[config.mk]
export PLATFORM = sky130hd
export DESIGN_NAME = bounded_set_span_tracker_flat
export DESIGN_NICKNAME = d
export VERILOG_FILES = /design/src/bsst_pkg.sv /design/src/bsst_if.sv /design/src/bounded_set_span_tracker.sv /design/src/bsst_ram.sv /design/src/bsst_ctrl.sv /design/src/flat_wrapper.sv
export SDC_FILE = /design/constraint.sdc
export NUM_CORES = 2
export LEC_CHECK = 0
export BUFFER_PORTS_ARGS = -buffer_cell sky130_fd_sc_hd__clkbuf_2
export CORE_ASPECT_RATIO = 1.1
export CORE_MARGIN = 1.5
export CORE_UTILIZATION = 25
export CTS_CLUSTER_DIAMETER = 50
export CTS_CLUSTER_SIZE = 8
export DETAILED_ROUTE_END_ITERATION = 10
export PLACE_DENSITY_LB_ADDON = 0.3
export SETUP_SLACK_MARGIN = 0.1
export SLEW_MARGIN = 5
export SYNTH_ARGS = -nofsm -noshare
export SYNTH_HDL_FRONTEND = slang
export SYNTH_SLANG_ARGS = --single-unit
[constraint.sdc]
create_clock -name clk_i -period 5.6 [get_ports clk_i]
set_input_delay 0.56 -clock clk_i [delete_from_list [all_inputs] [get_ports clk_i]]
set_output_delay 0.56 -clock clk_i [all_outputs]
set_load 0.01 [all_outputs]
[src/bsst_pkg.sv]
package bsst_pkg;

  localparam int MAX_ENTRIES_DEF = 64;
  localparam int VALUE_BITS_DEF  = 32;

  localparam int SAMPLE_W = 32;
  localparam int CAP_W    = 7;
  localparam int COUNT_W  = 7;
  localparam int SPAN_W   = 32;

  localparam logic [CAP_W-1:0] CAPACITY_RESET = 7'd64;

  typedef enum logic [1:0] {
    ST_NEW  = 2'd0,
    ST_DUP  = 2'd1,
    ST_FULL = 2'd2
  } status_e;

  typedef struct packed {
    logic [1:0]         add_status;
    logic [COUNT_W-1:0] distinct_count;
    logic               span_valid;
    logic [SPAN_W-1:0]  shortest_span;
    logic [SPAN_W-1:0]  longest_span;
  } result_t;

endpackage

[src/bsst_if.sv]
interface bsst_sample_if import bsst_pkg::*; ();
  logic                       valid;
  logic                       ready;
  logic signed [SAMPLE_W-1:0] sample_value;

  modport source (output valid, output sample_value, input ready);
  modport sink (input valid, input sample_value, output ready);
endinterface

interface bsst_result_if import bsst_pkg::*; ();
  logic               valid;
  logic               ready;
  logic [1:0]         add_status;
  logic [COUNT_W-1:0] distinct_count;
  logic               span_valid;
  logic [SPAN_W-1:0]  shortest_span;
  logic [SPAN_W-1:0]  longest_span;

  modport source (output valid, output add_status, output distinct_count,
                  output span_valid, output shortest_span, output longest_span,
                  input ready);
  modport sink (input valid, input add_status, input distinct_count,
                input span_valid, input shortest_span, input longest_span,
                output ready);
endinterface

[src/bounded_set_span_tracker.sv]
// each accepted sample beat passes through SCAN, COMMIT and EMIT before its result beat;
//   when the capacity is used up it goes from IDLE straight to EMIT
// a new sample is taken only once the last one has left EMIT; the scan reads every held
//   value through the store port
// the result register lets the next sample be taken while a result waits
// reset: store empty, all slots free, capacity 64; store contents need no clearing
module bounded_set_span_tracker import bsst_pkg::*; #(
  parameter int MAX_ENTRIES = MAX_ENTRIES_DEF,
  parameter int VALUE_BITS  = VALUE_BITS_DEF
) (
  input  logic             clk_i,
  input  logic             rst_ni,
  input  logic             cfg_we_i,
  input  logic [CAP_W-1:0] cfg_wdata_i,
  bsst_sample_if.sink      sample_i,
  bsst_result_if.source    result_o
);

  localparam int AW = $clog2(MAX_ENTRIES);

  logic [CAP_W-1:0]      capacity_q;
  logic                  res_valid;
  logic                  res_ready;
  result_t               res;
  result_t               out_q;
  logic                  out_vld_q;

  logic                  ram_we;
  logic [AW-1:0]         ram_waddr;
  logic [VALUE_BITS-1:0] ram_wdata;
  logic                  ram_re;
  logic [AW-1:0]         ram_raddr;
  logic [VALUE_BITS-1:0] ram_rdata;

  always_ff @(posedge clk_i or negedge rst_ni) begin
    if (!rst_ni) begin
      capacity_q <= CAPACITY_RESET;
    end else if (cfg_we_i) begin
      capacity_q <= cfg_wdata_i;
    end
  end

  bsst_ram #(
    .WIDTH (VALUE_BITS),
    .DEPTH (MAX_ENTRIES)
  ) u_store (
    .clk_i   (clk_i),
    .we_i    (ram_we),
    .waddr_i (ram_waddr),
    .wdata_i (ram_wdata),
    .re_i    (ram_re),
    .raddr_i (ram_raddr),
    .rdata_o (ram_rdata)
  );

  bsst_ctrl #(
    .MAX_ENTRIES (MAX_ENTRIES),
    .VALUE_BITS  (VALUE_BITS)
  ) u_ctrl (
    .clk_i       (clk_i),
    .rst_ni      (rst_ni),
    .in_valid_i  (sample_i.valid),
    .in_ready_o  (sample_i.ready),
    .in_value_i  (sample_i.sample_value),
    .capacity_i  (capacity_q),
    .res_valid_o (res_valid),
    .res_ready_i (res_ready),
    .res_o       (res),
    .ram_we_o    (ram_we),
    .ram_waddr_o (ram_waddr),
    .ram_wdata_o (ram_wdata),
    .ram_re_o    (ram_re),
    .ram_raddr_o (ram_raddr),
    .ram_rdata_i (ram_rdata)
  );

  // output register, refilled as soon as the waiting beat leaves
  assign res_ready = !out_vld_q || result_o.ready;

  always_ff @(posedge clk_i or negedge rst_ni) begin
    if (!rst_ni) begin
      out_vld_q <= 1'b0;
    end else if (res_ready) begin
      out_vld_q <= res_valid;
    end
  end

  always_ff @(posedge clk_i) begin
    if (res_ready && res_valid) begin
      out_q <= res;
    end
  end

  assign result_o.valid          = out_vld_q;
  assign result_o.add_status     = out_q.add_status;
  assign result_o.distinct_count = out_q.distinct_count;
  assign result_o.span_valid     = out_q.span_valid;
  assign result_o.shortest_span  = out_q.shortest_span;
  assign result_o.longest_span   = out_q.longest_span;

endmodule

[src/bsst_ram.sv]
module bsst_ram #(
  parameter int WIDTH = 32,
  parameter int DEPTH = 64,
  localparam int AW   = (DEPTH > 1) ? $clog2(DEPTH) : 1
) (
  input  logic             clk_i,
  input  logic             we_i,
  input  logic [AW-1:0]    waddr_i,
  input  logic [WIDTH-1:0] wdata_i,
  input  logic             re_i,
  input  logic [AW-1:0]    raddr_i,
  output logic [WIDTH-1:0] rdata_o
);

  logic [WIDTH-1:0] mem [DEPTH];
  logic [WIDTH-1:0] rdata_q;

  always_ff @(posedge clk_i) begin
    if (we_i) begin
      mem[waddr_i] <= wdata_i;
    end
    if (re_i) begin
      rdata_q <= mem[raddr_i];
    end
  end

  assign rdata_o = rdata_q;

endmodule

[src/bsst_ctrl.sv]
module bsst_ctrl import bsst_pkg::*; #(
  parameter int MAX_ENTRIES = MAX_ENTRIES_DEF,
  parameter int VALUE_BITS  = VALUE_BITS_DEF,
  localparam int AW = $clog2(MAX_ENTRIES),
  localparam int CW = $clog2(MAX_ENTRIES + 1)
) (
  input  logic                  clk_i,
  input  logic                  rst_ni,
  input  logic                  in_valid_i,
  output logic                  in_ready_o,
  input  logic [SAMPLE_W-1:0]   in_value_i,
  input  logic [CAP_W-1:0]      capacity_i,
  output logic                  res_valid_o,
  input  logic                  res_ready_i,
  output result_t               res_o,
  output logic                  ram_we_o,
  output logic [AW-1:0]         ram_waddr_o,
  output logic [VALUE_BITS-1:0] ram_wdata_o,
  output logic                  ram_re_o,
  output logic [AW-1:0]         ram_raddr_o,
  input  logic [VALUE_BITS-1:0] ram_rdata_i
);

  localparam int VB = VALUE_BITS;
  localparam logic [VB-1:0] SIGN_FLIP = {1'b1, {(VB-1){1'b0}}};

  typedef enum logic [1:0] {
    S_IDLE,
    S_SCAN,
    S_COMMIT,
    S_EMIT
  } state_e;

  state_e           state_q, state_d;
  logic [VB-1:0]    val_q, val_d;
  logic [CW-1:0]    rd_idx_q, rd_idx_d;
  logic             rd_vld_q, rd_vld_d;
  logic [VB-1:0]    diff_q, diff_d;
  logic             diff_vld_q, diff_vld_d;
  logic             dup_q, dup_d;
  logic [VB:0]      cand_q, cand_d;
  status_e          status_q, status_d;
  logic [CAP_W-1:0] slots_q, slots_d;
  logic [CW-1:0]    held_q, held_d;
  logic [VB-1:0]    small_q, small_d;
  logic [VB-1:0]    large_q, large_d;
  logic [VB:0]      gap_q, gap_d;

  logic             scan_done;
  logic [VB-1:0]    span_full;

  assign in_ready_o  = (state_q == S_IDLE);
  assign res_valid_o = (state_q == S_EMIT);
  assign ram_re_o    = (state_q == S_SCAN) && (rd_idx_q < held_q);
  assign ram_raddr_o = rd_idx_q[AW-1:0];
  assign ram_waddr_o = held_q[AW-1:0];
  assign ram_wdata_o = val_q;
  assign scan_done   = (rd_idx_q == held_q) && !rd_vld_q && !diff_vld_q;
  assign span_full   = large_q - small_q;

  always_comb begin
    res_o.add_status     = status_q;
    res_o.distinct_count = COUNT_W'(held_q);
    res_o.span_valid     = (held_q >= CW'(2));
    if (held_q >= CW'(2)) begin
      res_o.shortest_span = SPAN_W'(gap_q);
      res_o.longest_span  = SPAN_W'(span_full);
    end else begin
      res_o.shortest_span = '0;
      res_o.longest_span  = '0;
    end
  end

  always_comb begin
    state_d    = state_q;
    val_d      = val_q;
    rd_idx_d   = rd_idx_q;
    rd_vld_d   = 1'b0;
    diff_d     = diff_q;
    diff_vld_d = 1'b0;
    dup_d      = dup_q;
    cand_d     = cand_q;
    status_d   = status_q;
    slots_d    = slots_q;
    held_d     = held_q;
    small_d    = small_q;
    large_d    = large_q;
    gap_d      = gap_q;
    ram_we_o   = 1'b0;

    unique case (state_q)
      S_IDLE: begin
        if (in_valid_i) begin
          // sign bit flipped so unsigned order follows signed order
          val_d    = VB'($unsigned(in_value_i)) ^ SIGN_FLIP;
          rd_idx_d = '0;
          dup_d    = 1'b0;
          cand_d   = '1;
          if (slots_q >= capacity_i) begin
            status_d = ST_FULL;
            state_d  = S_EMIT;
          end else begin
            state_d = S_SCAN;
          end
        end
      end
      S_SCAN: begin
        if (ram_re_o) begin
          rd_idx_d = rd_idx_q + CW'(1);
        end
        rd_vld_d = ram_re_o;
        // stage 1: compare and absolute difference
        if (rd_vld_q) begin
          if (ram_rdata_i == val_q) begin
            dup_d = 1'b1;
          end
          if (ram_rdata_i > val_q) begin
            diff_d = ram_rdata_i - val_q;
          end else begin
            diff_d = val_q - ram_rdata_i;
          end
        end
        diff_vld_d = rd_vld_q;
        // stage 2: running minimum gap against the new value
        if (diff_vld_q && ({1'b0, diff_q} < cand_q)) begin
          cand_d = {1'b0, diff_q};
        end
        if (scan_done) begin
          state_d = S_COMMIT;
        end
      end
      S_COMMIT: begin
        if (dup_q) begin
          status_d = ST_DUP;
          slots_d  = slots_q + CAP_W'(1);
        end else if (held_q == CW'(MAX_ENTRIES)) begin
          status_d = ST_FULL;
        end else begin
          status_d = ST_NEW;
          ram_we_o = 1'b1;
          if (cand_q < gap_q) begin
            gap_d = cand_q;
          end
          if (held_q == '0) begin
            small_d = val_q;
            large_d = val_q;
          end else begin
            if (val_q < small_q) begin
              small_d = val_q;
            end
            if (val_q > large_q) begin
              large_d = val_q;
            end
          end
          held_d  = held_q + CW'(1);
          slots_d = slots_q + CAP_W'(1);
        end
        state_d = S_EMIT;
      end
      S_EMIT: begin
        if (res_ready_i) begin
          state_d = S_IDLE;
        end
      end
      default: state_d = S_IDLE;
    endcase
  end

  always_ff @(posedge clk_i or negedge rst_ni) begin
    if (!rst_ni) begin
      state_q    <= S_IDLE;
      rd_vld_q   <= 1'b0;
      diff_vld_q <= 1'b0;
      slots_q    <= '0;
      held_q     <= '0;
      small_q    <= '0;
      large_q    <= '0;
      gap_q      <= '1;
      status_q   <= ST_NEW;
    end else begin
      state_q    <= state_d;
      rd_vld_q   <= rd_vld_d;
      diff_vld_q <= diff_vld_d;
      slots_q    <= slots_d;
      held_q     <= held_d;
      small_q    <= small_d;
      large_q    <= large_d;
      gap_q      <= gap_d;
      status_q   <= status_d;
    end
  end

  always_ff @(posedge clk_i) begin
    val_q    <= val_d;
    rd_idx_q <= rd_idx_d;
    diff_q   <= diff_d;
    dup_q    <= dup_d;
    cand_q   <= cand_d;
  end

endmodule
[src/flat_wrapper.sv]
// flat-port wrapper written by rule: the top's interface ports become plain ports
module bounded_set_span_tracker_flat import bsst_pkg::*;
#(
  parameter int MAX_ENTRIES = MAX_ENTRIES_DEF,
  parameter int VALUE_BITS  = VALUE_BITS_DEF
)
  (clk_i, rst_ni, cfg_we_i, cfg_wdata_i, sample_i_valid, sample_i_sample_value, sample_i_ready, result_o_valid, result_o_add_status, result_o_distinct_count, result_o_span_valid, result_o_shortest_span, result_o_longest_span, result_o_ready);
  bsst_sample_if sample_i_i ();
  bsst_result_if result_o_i ();
  input  logic clk_i;
  input  logic rst_ni;
  input  logic cfg_we_i;
  input  logic [CAP_W-1:0] cfg_wdata_i;
  input wire logic [$bits(sample_i_i.valid)-1:0] sample_i_valid;
  input wire logic [$bits(sample_i_i.sample_value)-1:0] sample_i_sample_value;
  output wire logic [$bits(sample_i_i.ready)-1:0] sample_i_ready;
  output wire logic [$bits(result_o_i.valid)-1:0] result_o_valid;
  output wire logic [$bits(result_o_i.add_status)-1:0] result_o_add_status;
  output wire logic [$bits(result_o_i.distinct_count)-1:0] result_o_distinct_count;
  output wire logic [$bits(result_o_i.span_valid)-1:0] result_o_span_valid;
  output wire logic [$bits(result_o_i.shortest_span)-1:0] result_o_shortest_span;
  output wire logic [$bits(result_o_i.longest_span)-1:0] result_o_longest_span;
  input wire logic [$bits(result_o_i.ready)-1:0] result_o_ready;
  assign sample_i_i.valid = sample_i_valid;
  assign sample_i_i.sample_value = sample_i_sample_value;
  assign sample_i_ready = sample_i_i.ready;
  assign result_o_valid = result_o_i.valid;
  assign result_o_add_status = result_o_i.add_status;
  assign result_o_distinct_count = result_o_i.distinct_count;
  assign result_o_span_valid = result_o_i.span_valid;
  assign result_o_shortest_span = result_o_i.shortest_span;
  assign result_o_longest_span = result_o_i.longest_span;
  assign result_o_i.ready = result_o_ready;
  bounded_set_span_tracker #(.MAX_ENTRIES(MAX_ENTRIES), .VALUE_BITS(VALUE_BITS)) u_core (.clk_i(clk_i), .rst_ni(rst_ni), .cfg_we_i(cfg_we_i), .cfg_wdata_i(cfg_wdata_i), .sample_i(sample_i_i), .result_o(result_o_i));
endmodule
==> results.sh <==
export IMPL_num_rows=240
export IMPL_arrival_ns=4.75
export IMPL_io_pins=120
export IMPL_hp_class="in2reg"
export IMPL_async_reset_ff_share_pct=5.24
export IMPL_synth_top_area_cell="edfxtp_1"
export IMPL_finalPower_mw=62.7
export IMPL_firstDrtPassIters=5
export IMPL_power_frac_seq_pct=36.3
export IMPL_switching_share_pct=32.4
export IMPL_finalSetupViolCount=0
export IMPL_yosysWarnings=0
export IMPL_comb_power_share_pct=32.7
export IMPL_htree_levels=5
export IMPL_grt_max_degree=88
export IMPL_outcome="finished clean"
export IMPL_cpPeakStageDelay_ns=0.74
export IMPL_core_mm2=0.389
export IMPL_syn_area_per_cell_um2=20.2
export IMPL_slowest_stage="nor2_4"
export IMPL_p_int_mw=42.4
export IMPL_clk_pin_slew_ns=0.05
export IMPL_post_route_drc_count=0
export IMPL_ys_ff_latch=2384
export IMPL_period_share_pct=76.1
export IMPL_cap_violations=0
export IMPL_cts_made_buffers=356
export IMPL_wirelength_um=280000
export IMPL_ys_types=71
export IMPL_die_y_um=659
export IMPL_grt_pass1_wl_um=396000
export IMPL_yosys_top_cells_area="edfxtp_1 69%, mux4_2 15%, ha_1 3.1%, dfrtp_1 2.3%, dfstp_2 0.91%"
export IMPL_start_util_pct=25.1
export IMPL_synth_seq_area_share_pct=72.7
export IMPL_fillCellCount=37700
export IMPL_antenna_left=0
export IMPL_finalSetupTns_ns=0
export IMPL_finClkSkew_ns=0.108
export IMPL_slew_headroom_pct=7.81
export IMPL_worstMarginPinSlew_ns=1.38
export IMPL_routedWlPerCell_um=26.3
export IMPL_cts_setup_buffers=0
export IMPL_p_sw_mw=20.3
export IMPL_peakVddDrop_mv=0.506
export IMPL_grt_overflow=0
export IMPL_hold_viol_final=0
export IMPL_multiInputGateArea_mm2=0.0255
export IMPL_syn_cell_area_mm2=0.0977
export IMPL_report_final_slew_viol_count=0
export IMPL_port_buffer_count=119
export IMPL_cts_root_buf="clkbuf_16"
export IMPL_seq_area_mm2=0.0710
export IMPL_required_ns=6.09
export IMPL_via_per_inst=4.65
export IMPL_total_leakage_power_nw=38.5
export IMPL_end_kind="flop"
export IMPL_rsz0062_at_grt="false"
export IMPL_syn_inst=4843
export IMPL_cts_num_sinks=2384
export IMPL_clk_latency_ns=0.90
export IMPL_grt_pass1_vias=51700
export IMPL_clockPowerShare_pct=31.1
export IMPL_antenna_found_initial=30
export IMPL_final_core_util_pct=30.0
export IMPL_gp_congestion=0.836
export IMPL_p_per_area_mw_per_mm2=538
export IMPL_drive_above_1_share_pct=28.2
export IMPL_synth_edf_count=2259
export IMPL_period_needed_ns=4.26
export IMPL_clock_path_buffers=4
export IMPL_path_class="reg2reg"
export IMPL_syn2layout_area_growth_pct=19.4
export IMPL_die_width_um=599
export IMPL_cts_tree="yes"
export IMPL_synth_ff_type="edfxtp_1"
export IMPL_num_vias=49600
export IMPL_cts_resized=0
export IMPL_cp_max_fo=21
export IMPL_grt_usage_pct=14.0
export IMPL_path_cells="clkinv_1 > nand3_1 > buf_4 > nor3b_1 > nand2_1 > nand3b_1 > nor2_1 > nand2_1 > nor2_4 > buf_4"
export IMPL_setup_worst_path_start_class="flop"
export IMPL_dp_hpwl_um=181000
export IMPL_clock_fmax_mhz=235
export IMPL_dieArea_mm2=0.395
export IMPL_yosys_area_top_type_share_pct=69.4
export IMPL_layout_nets=5623
export IMPL_drt_iter0_markers=4642
export IMPL_synth_nets=5133
[timing repair]
item                                   4_1_cts  5_1_grt
endpoints found under the hold margin       67        0
hold buffers                                18        0
setup endpoints to repair                    0        0
[logic make-up (layout without fill, tap and decap cells)]
family | count (synthesis) | in the layout | synth area share [%]
other cells | 0 | 24 | 0
buf+inv | 436 | 1037 | 1.77
xor+xnor | 70 | 70 | 0.627
compound gates | 457 | 457 | 2.99
fa+ha+maj | 246 | 246 | 3.17
simple gates | 491 | 491 | 2.39
flops | 2384 | 2384 | 72.7
mux | 759 | 759 | 16.4
[per-layer routing]
metal | GRT usage (%) | wire length, um | vias up
met1 | 19.9 | 126000 | 26900
met4 | 3.00 | 5370 | 4
met5 | 0 | 31 | -
met3 | 2.27 | 16900 | 370
met2 | 22.4 | 132000 | 1611
li1 | - | - | 20700
[cell usage in the layout (no fill, tap or decap), drive strengths merged, types with 24 or more instances in the layout]
cell / n
a21oi: 128
nand2b: 47
diode: 24
dfrtp: 91
nand2: 109
ha: 243
a21o: 97
nand3: 34
nand4: 41
inv: 233
mux2i: 80
buf: 208
xnor2: 44
edfxtp: 2259
a211oi: 33
clkbuf: 548
o21ai: 115
dfstp: 34
xor2: 26
mux4: 672
nor2: 172
[final cells by class]
type / instances / area share, %
Antenna cell: 24 / 0.0515
Clock buffer: 430 / 8.13
Clock inverter: 39 / 0.477
Inverter: 224 / 0.721
Multi-Input combinational cell: 2023 / 21.9
Sequential cell: 2384 / 60.8
Tap cell: 5203 / 5.58
Timing Repair Buffer: 344 / 2.31
[cell usage after synthesis (all sizes together), types with 88 or more instances]
library cell	count
buf	88
clkbuf	124
edfxtp	2259
o21ai	115
inv	222
a21oi	128
mux4	672
nor2	172
ha	243
a21o	97
nand2	109
dfrtp	91
[state kept, by name, summed over array words and instances, names as in the netlist, 32 cells and up]
signal,cells
u_core.u_store.mem,2048
u_core.u_ctrl.diff_q,32
u_core.u_ctrl.gap_q,33
u_core.result_o.longest_span,32
u_core.u_ctrl.ram_wdata_o,32
u_core.u_store.rdata_o,32
u_core.u_ctrl.cand_q,33
u_core.u_ctrl.large_q,32
u_core.result_o.shortest_span,32
u_core.u_ctrl.small_q,32
[worst max-delay path: cells and delay by family (launching register included)]
| kind | cells | cell delay [ns] |
|---|---|---|
| DFF | 1 | 0.46 |
| buffers and inverters | 3 | 1.04 |
| and+or+nand+nor | 7 | 2.34 |
[path summary, 6_finish.rpt]
check	cells after the start	to	slack [ns]	start
setup / recovery	10	u_core.u_store.mem[32][10]$_DFFE_PP_	1.34	u_core.u_ctrl.held_q[4]$_DFFE_PN0P_
hold / removal	2	u_core.u_ctrl.ram_wdata_o[31]$_DFFE_PP_	0.07	sample_i_sample_value[31]
setup reg to reg	10	u_core.u_store.mem[32][10]$_DFFE_PP_	1.34	u_core.u_ctrl.held_q[4]$_DFFE_PN0P_
hold reg to reg	0	u_core.result_o.add_status[1]$_DFFE_PP_	0.45	u_core.u_ctrl.status_q[1]$_DFFE_PN0P_
max in group asynchronous	3	u_core.u_ctrl.large_q[27]$_DFFE_PN0P_	4.01	rst_ni
min in group asynchronous	2	u_core.u_ctrl.large_q[7]$_DFFE_PN0P_	0.39	rst_ni
[stage by stage]
step | instance area (um2) | hold WS (ns) | instances | setup WS [ns]
CTS | 117000 | 0.0313 | 10600 | 1.33
global placement | 106000 | 0.445 | 10200 | 1.41
global route | 117000 | 0.0227 | 10600 | 1.09
finish | 117000 | 0.0689 | 10700 | 1.34
detailed placement | 106000 | 0.446 | 10200 | 1.38
floorplan | 97700 | 0.264 | 4843 | 0.382
[power groups by stage]
stage	logic, mW	clock network [mW]	registers (mW)
floorplan	13.2	0	23.0
global placement	20.6	0	23.1
detailed placement	20.7	0	23.1
CTS	20.8	19.9	22.8
global route	22.1	20.6	22.9
finish	20.5	19.5	22.8
(Power assumes the default switching activity.)
